**config.mk**
```make
export PLATFORM = sky130hd
export DESIGN_NAME = arm_data_processing_encoder
export DESIGN_NICKNAME = d
export VERILOG_FILES = /design/src/rtl/ade_pkg.sv /design/src/rtl/arm_data_processing_encoder.sv
export VERILOG_INCLUDE_DIRS = /design/src /design/src/rtl
export SDC_FILE = /design/constraint.sdc
export NUM_CORES = 1
export LEC_CHECK = 0
export ABC_AREA = 0
export BUFFER_PORTS_ARGS = -buffer_cell sky130_fd_sc_hd__clkbuf_2
export CAP_MARGIN = 20
export CORE_ASPECT_RATIO = 0.9
export CORE_MARGIN = 2
export CORE_UTILIZATION = 45
export CTS_BUF_LIST = sky130_fd_sc_hd__clkbuf_4
export DETAILED_ROUTE_END_ITERATION = 16
export PLACE_DENSITY = 0.7
export SYNTH_ARGS = -nofsm -noshare
export SYNTH_HDL_FRONTEND = slang
export SYNTH_SLANG_ARGS = --single-unit
```
**constraint.sdc**
```tcl
create_clock -name clk -period 3.9 [get_ports clk]
set_clock_uncertainty 0.05 [all_clocks]
set_input_delay 0.39 -clock clk [delete_from_list [all_inputs] [get_ports clk]]
set_output_delay 0.39 -clock clk [all_outputs]
set_load 0.02 [all_outputs]
```
**src/rtl/assert_macros.svh**
```systemverilog
// ----------------------------------------------------------------------------
// assert_macros.svh
// Concurrent assertion wrappers; empty when SYNTH is defined.
// ----------------------------------------------------------------------------
`ifndef ASSERT_MACROS_SVH
`define ASSERT_MACROS_SVH

`ifndef SYNTH

// Expression must hold at every clock edge outside reset.
`define ASSERT_ALWAYS(lbl, clk, rst_n, expr) \
  lbl: assert property (@(posedge clk) disable iff (!rst_n) (expr)) \
    else $error("assertion failed");

// Same-cycle implication.
`define ASSERT_IMPL(lbl, clk, rst_n, ante, cons) \
  lbl: assert property (@(posedge clk) disable iff (!rst_n) (ante) |-> (cons)) \
    else $error("assertion failed");

// Next-cycle implication.
`define ASSERT_NEXT(lbl, clk, rst_n, ante, cons) \
  lbl: assert property (@(posedge clk) disable iff (!rst_n) (ante) |=> (cons)) \
    else $error("assertion failed");

`else

`define ASSERT_ALWAYS(lbl, clk, rst_n, expr)
`define ASSERT_IMPL(lbl, clk, rst_n, ante, cons)
`define ASSERT_NEXT(lbl, clk, rst_n, ante, cons)

`endif

`endif

```
**src/rtl/ade_pkg.sv**
```systemverilog
// ----------------------------------------------------------------------------
// ade_pkg
// Types and constants for the ARM data-processing instruction encoder.
// ----------------------------------------------------------------------------
package ade_pkg;

  localparam int IMM_BITS   = 8;            // width of the rotated immediate
  localparam int WORD_BITS  = 32;
  localparam int ROT_COUNT  = 16;           // rotate counts 0..15, step of 2 bits
  localparam int ROT_W      = $clog2(ROT_COUNT);

  // Operand kinds
  localparam logic [1:0] KIND_IMM     = 2'd0;
  localparam logic [1:0] KIND_REG_IMM = 2'd1;
  localparam logic [1:0] KIND_REG_REG = 2'd2;
  localparam logic [1:0] KIND_UNDEF   = 2'd3;

  // Compare and test opcodes always set flags
  localparam logic [3:0] OP_TST = 4'd8;
  localparam logic [3:0] OP_TEQ = 4'd9;
  localparam logic [3:0] OP_CMP = 4'd10;
  localparam logic [3:0] OP_CMN = 4'd11;

  typedef struct packed {
    logic [3:0]  cond;
    logic [3:0]  opcode;
    logic        set_flags;
    logic [3:0]  rn;
    logic [3:0]  rd;
    logic [1:0]  operand_kind;
    logic [31:0] immediate_value;
    logic [1:0]  shift_type;
    logic [4:0]  shift_amount;
    logic [3:0]  shift_register;
    logic [3:0]  rm;
  } in_t;

  typedef struct packed {
    logic [31:0] instruction_word;
    logic        status;
  } out_t;

endpackage

```
**src/rtl/arm_data_processing_encoder.sv**
```systemverilog
// ----------------------------------------------------------------------------
// arm_data_processing_encoder
// Assembles one A32 data-processing instruction word per transfer.
//
//   channel | dir | handshake           | payload
//   in_     | in  | in_valid / in_stall   | ade_pkg::in_t
//   out_    | out | out_valid / out_stall | ade_pkg::out_t
//
// One instruction per cycle sustained while out_stall is low; each item passes through
// the input register, then the result register. The encode stage is the 16-way
// rotate-and-compare immediate search with a priority pick of the smallest count.
// Reset (rst_n low, synchronous) empties both stages.
// in_stall rises only when both stages hold an item and out_stall is high.
// ----------------------------------------------------------------------------
`include "assert_macros.svh"

module arm_data_processing_encoder (
  input  logic          clk,
  input  logic          rst_n,
  input  logic          in_valid,
  output logic          in_stall,
  input  ade_pkg::in_t  in_data,
  output logic          out_valid,
  input  logic          out_stall,
  output ade_pkg::out_t out_data
);

  import ade_pkg::*;

  logic                s1_valid_r, s1_valid_nxt;
  in_t                 s1_data_r;
  logic                out_valid_r, out_valid_nxt;
  out_t                out_data_r;
  out_t                enc_nxt;

  logic                s1_load;
  logic                s2_load;

  logic [63:0]         rot_dbl;
  logic                imm_fit;
  logic [ROT_W-1:0]    imm_rot;
  logic [IMM_BITS-1:0] imm_byte;
  logic                sbit;
  logic                ibit;
  logic [11:0]         op2;

  // Flow control: each stage loads when empty or when its successor moves
  assign s2_load  = !out_valid_r || !out_stall;
  assign s1_load  = !s1_valid_r || s2_load;
  assign in_stall = !s1_load;

  assign s1_valid_nxt  = s1_load ? in_valid : s1_valid_r;
  assign out_valid_nxt = s2_load ? s1_valid_r : out_valid_r;

  always_ff @(posedge clk) begin
    if (!rst_n) begin
      s1_valid_r  <= 1'b0;
      out_valid_r <= 1'b0;
    end else begin
      s1_valid_r  <= s1_valid_nxt;
      out_valid_r <= out_valid_nxt;
    end
  end

  always_ff @(posedge clk) begin
    if (in_valid && s1_load) begin
      s1_data_r <= in_data;
    end
    if (s1_valid_r && s2_load) begin
      out_data_r <= enc_nxt;
    end
  end

  // Immediate search: smallest rotate count whose left rotation fits 8 bits
  always_comb begin
    imm_fit  = 1'b0;
    imm_rot  = '0;
    imm_byte = '0;
    rot_dbl  = '0;
    for (int i = ROT_COUNT - 1; i >= 0; i--) begin
      rot_dbl = {s1_data_r.immediate_value, s1_data_r.immediate_value} << (2 * i);
      if (rot_dbl[63:WORD_BITS+IMM_BITS] == '0) begin
        imm_fit  = 1'b1;
        imm_rot  = ROT_W'(i);
        imm_byte = rot_dbl[WORD_BITS +: IMM_BITS];
      end
    end
  end

  always_comb begin
    sbit = s1_data_r.set_flags;
    if (s1_data_r.opcode == OP_TST || s1_data_r.opcode == OP_TEQ ||
        s1_data_r.opcode == OP_CMP || s1_data_r.opcode == OP_CMN) begin
      sbit = 1'b1;
    end

    ibit = 1'b0;
    op2  = '0;
    unique case (s1_data_r.operand_kind) inside
      KIND_IMM: begin
        ibit = 1'b1;
        op2  = imm_fit ? {imm_rot, imm_byte} : 12'd0;
      end
      KIND_REG_IMM: begin
        op2 = {s1_data_r.shift_amount, s1_data_r.shift_type, 1'b0, s1_data_r.rm};
      end
      // undefined kind decodes as register-shifted-by-register
      KIND_REG_REG, KIND_UNDEF: begin
        op2 = {s1_data_r.shift_register, 1'b0, s1_data_r.shift_type, 1'b1,
               s1_data_r.rm};
      end
      default: begin
        op2 = '0;
      end
    endcase

    enc_nxt.status = ibit && !imm_fit;
    if (enc_nxt.status) begin
      enc_nxt.instruction_word = '0;
    end else begin
      enc_nxt.instruction_word = {s1_data_r.cond, 2'b00, ibit, s1_data_r.opcode, sbit,
                                  s1_data_r.rn, s1_data_r.rd, op2};
    end
  end

  assign out_valid = out_valid_r;
  assign out_data  = out_data_r;

  `ASSERT_IMPL(a_err_word_zero, clk, rst_n, out_valid_r && out_data_r.status, out_data_r.instruction_word == '0)
  `ASSERT_IMPL(a_ok_class_bits, clk, rst_n, out_valid_r && !out_data_r.status, out_data_r.instruction_word[27:26] == 2'b00)
  `ASSERT_IMPL(a_stall_only_full, clk, rst_n, in_stall, s1_valid_r && out_valid_r && out_stall)
  `ASSERT_NEXT(a_accept_fills_s1, clk, rst_n, in_valid && !in_stall, s1_valid_r)
  `ASSERT_NEXT(a_s1_moves, clk, rst_n, s1_valid_r && !out_valid_r, out_valid_r)

endmodule

```
==> flow_metrics.env <==
export IMPL_endpoint="out_data[7]$_SDFFCE_PP0P_"
export IMPL_ant_nets=0
export IMPL_reg2reg_to="out_data[7]$_SDFFCE_PP0P_"
export IMPL_pin_count=105
export IMPL_dr_first_iter_drc_count=446
export IMPL_vias=4937
export IMPL_path_clk_slew_ns=0.16
export IMPL_synth_edf_count=97
export IMPL_ys_ff_latch=99
export IMPL_nNetsFinal=708
export IMPL_setup_violations=0
export IMPL_crit_fanout=10
export IMPL_grt_pass1_wl_mm=26.4
export IMPL_antenna_cells=0
export IMPL_synth_distinct_cells=63
export IMPL_h_tree_depth=3
export IMPL_cts_root_buf="clkbuf_4"
export IMPL_vdd_drop_max_mv=0.300
export IMPL_fin_crit_ns=3.67
export IMPL_start_util=0.464
export IMPL_hp_class="primary input to register"
export IMPL_crit_type="register to register"
export IMPL_ys_seq_area_frac=0.555
export IMPL_drt_wirelength_per_cell_um=21.7
export IMPL_worst_r2r_cell_count=9
export IMPL_fin_setup_tns_ns=0
export IMPL_die_x_um=119
export IMPL_cap_violations=0
export IMPL_grt_pass1_vias=4701
export IMPL_cp_start_kind="register"
export IMPL_hpwl_mm=13.0
export IMPL_p_leak_nw=2.48
export IMPL_timing_rr_start="rot_dbl[27]$_DFFE_PP_"
export IMPL_placed_cell_area_mm2=0.00613
export IMPL_synthCells=475
export IMPL_post_drt_via_cell_ratio=6.18
export IMPL_syn_area_per_cell_um2=11.2
export IMPL_drc_errors=0
export IMPL_grt_max_degree=35
export IMPL_layout_drive_gt1_share=0.275
export IMPL_clkLatencyLatePin_ns=0.49
export IMPL_num_rows=37
export IMPL_die_h_um=107
export IMPL_first_pass_iters=6
export IMPL_cts_made_buffers=9
export IMPL_timing_fmax_mhz=273
export IMPL_area_delta_synth_final_pct=27.6
export IMPL_mappedNetlistArea_mm2=0.00533
export IMPL_cp_startpoint="rot_dbl[27]$_DFFE_PP_"
export IMPL_status="finished, final reports clean"
export IMPL_cts_buffer_depth=2
export IMPL_core_area_mm2=0.0115
export IMPL_slew_headroom=0.404
export IMPL_worstHoldPathCells=1
export IMPL_synth_warnings=0
export IMPL_cts_tree="built"
export IMPL_port_buffers=102
export IMPL_grt_antenna_before_repair=0
export IMPL_crit_path_end_kind="register"
export IMPL_rsz0062_at_grt="false"
export IMPL_finalPower_mw=2.12
export IMPL_hold_viol=0
export IMPL_critical_path_required_ns=4.16
export IMPL_p_per_area_mw_per_mm2=312
export IMPL_worst_pin_slew_ns=0.872
export IMPL_cts_sinks=99
export IMPL_final_cell_area_mm2=0.00679
export IMPL_arrival_ns=3.93
export IMPL_period_share=0.941
export IMPL_drt_wl_total_mm=17.4
export IMPL_async_flop_share=0
export IMPL_grt_overflow_total=0
export IMPL_ff2ff_setup_slack_ns=0.23
export IMPL_drv_slew=0
export IMPL_die_area_mm2=0.0127
export IMPL_grtUsageTotal=0.275
export IMPL_synth_ff_type="edfxtp_1"
export IMPL_gp_congestion=0.975
-- registers in the layout, indices dropped and copies added, names as in the netlist --
signal / cells
s1_data_r: 34
s1_valid_r: 1
rot_dbl: 32
out_data: 31
out_valid: 1
-- synthesized netlist by cell type (all sizes together), types with 10 or more instances --
cell type / number / area [µm²]
edfxtp: 97 / 2910
a21oi: 35 / 186
nand2: 35 / 131
nor2: 29 / 109
nand3: 25 / 135
nor3: 23 / 158
o21ai: 22 / 114
nor4: 21 / 234
and2: 18 / 113
clkbuf: 18 / 68.8
or4: 13 / 105
buf: 11 / 76.3
o221ai: 10 / 87.6
o22ai: 10 / 62.6
-- report_power, final --
part | internal, mW | switching, mW
Sequential | 1.24 | 0.0574
Combinational | 0.105 | 0.123
Clock | 0.212 | 0.383
Total | 1.55 | 0.563
-- worst min-delay path by stage --
| stage | slack, ns | end | startpoint |
|---|---|---|---|
| floorplan | 0.42 | out_valid$_SDFFE_PN0P_ | s1_valid_r$_SDFFE_PN0N_ |
| global placement | 0.43 | out_valid$_SDFFE_PN0P_ | s1_valid_r$_SDFFE_PN0N_ |
| detailed placement | 0.45 | out_data[14]$_SDFFCE_PP0P_ | s1_data_r[50]$_DFFE_PP_ |
| CTS | 0.0003 | s1_data_r[56]$_DFFE_PP_ | in_data[56] |
| global route | -0.009 | s1_data_r[52]$_DFFE_PP_ | in_data[52] |
| finish | 0.03 | s1_data_r[52]$_DFFE_PP_ | in_data[52] |
-- layer usage --
metal | GRT usage | vias up | share of wire
li1 | - | 2255 | -
met1 | 0.384 | 2318 | 0.42
met2 | 0.401 | 320 | 0.44
met3 | 0.0984 | 44 | 0.12
met4 | 0.0876 | 0 | 0.028
met5 | 0 | - | 0
-- through the flow --
stage          instances  hold slack [ns]   util  setup slack, ns
4_1_cts              777         0.000330  0.571            0.344
2_1_floorplan        476            0.416      -            0.688
3_3_place_gp         734            0.434  0.534            0.436
5_1_grt              799         -0.00884  0.592            0.184
3_5_place_dp         734            0.452  0.534            0.381
6_report             799           0.0320  0.592            0.232
-- critical path, stage by stage (launching register included) --
cell and delay [ns]:
edfxtp_1 0.63, nor4_4 0.65, nand4_1 0.31, nor2_1 0.27, buf_4 0.21, a21oi_1 0.05
a2111oi_0 0.82, buf_4 0.23, a211oi_1 0.08, o21ai_0 0.22
-- cell type report --
cell class,instances,area [µm²]
flip-flops and latches,99,2950
inverters,8,30.0
fillers,976,4690
well taps,156,195
clock buffers,9,67.6
repair buffers,180,1230
clock inverters,7,91.3
multi-input cells,340,2230
-- logic make-up after synthesis --
family / Yosys count / share of synthesized area
and+or+nand+nor: 190 / 0.217
AOI/OAI and AO/OA: 147 / 0.193
DFF: 99 / 0.555
buffers and inverters: 37 / 0.0329
muxes: 1 / 0.00188
other: 1 / 0.000704
-- cell usage in the layout, fill, tap and decap left out, types with 3 or more instances in the layout --
cell and instances:
a31oi_1 7, nor4_1 13, edfxtp_1 97, or2_2 5, a2bb2oi_1 3, and3_1 8, nand3_1 23, o21a_1 3
clkbuf_4 9, a221oi_1 8, inv_6 3, o221ai_1 10, nor2_1 29, nor3_1 17, and2_1 18, a22oi_1 5
o2111ai_1 3, a2111oi_0 7, nand4_1 5, nor4_4 7, clkbuf_2 102, or4_1 11, inv_1 8, o21ai_0 20
o31ai_1 4, o22ai_1 10, buf_4 29, o211ai_1 8, dlygate4sd3_1 48, o31a_1 4, a21oi_1 34, a211oi_1 4
nor3_2 4, nand2_1 35
-- timing repair --
action,CTS,global route
buffers inserted,0,0
hold buffers,27,21
endpoints found under the hold margin,27,21
setup endpoints to repair,0,2
resized for setup,0,1
(Power assumes the default switching activity.)
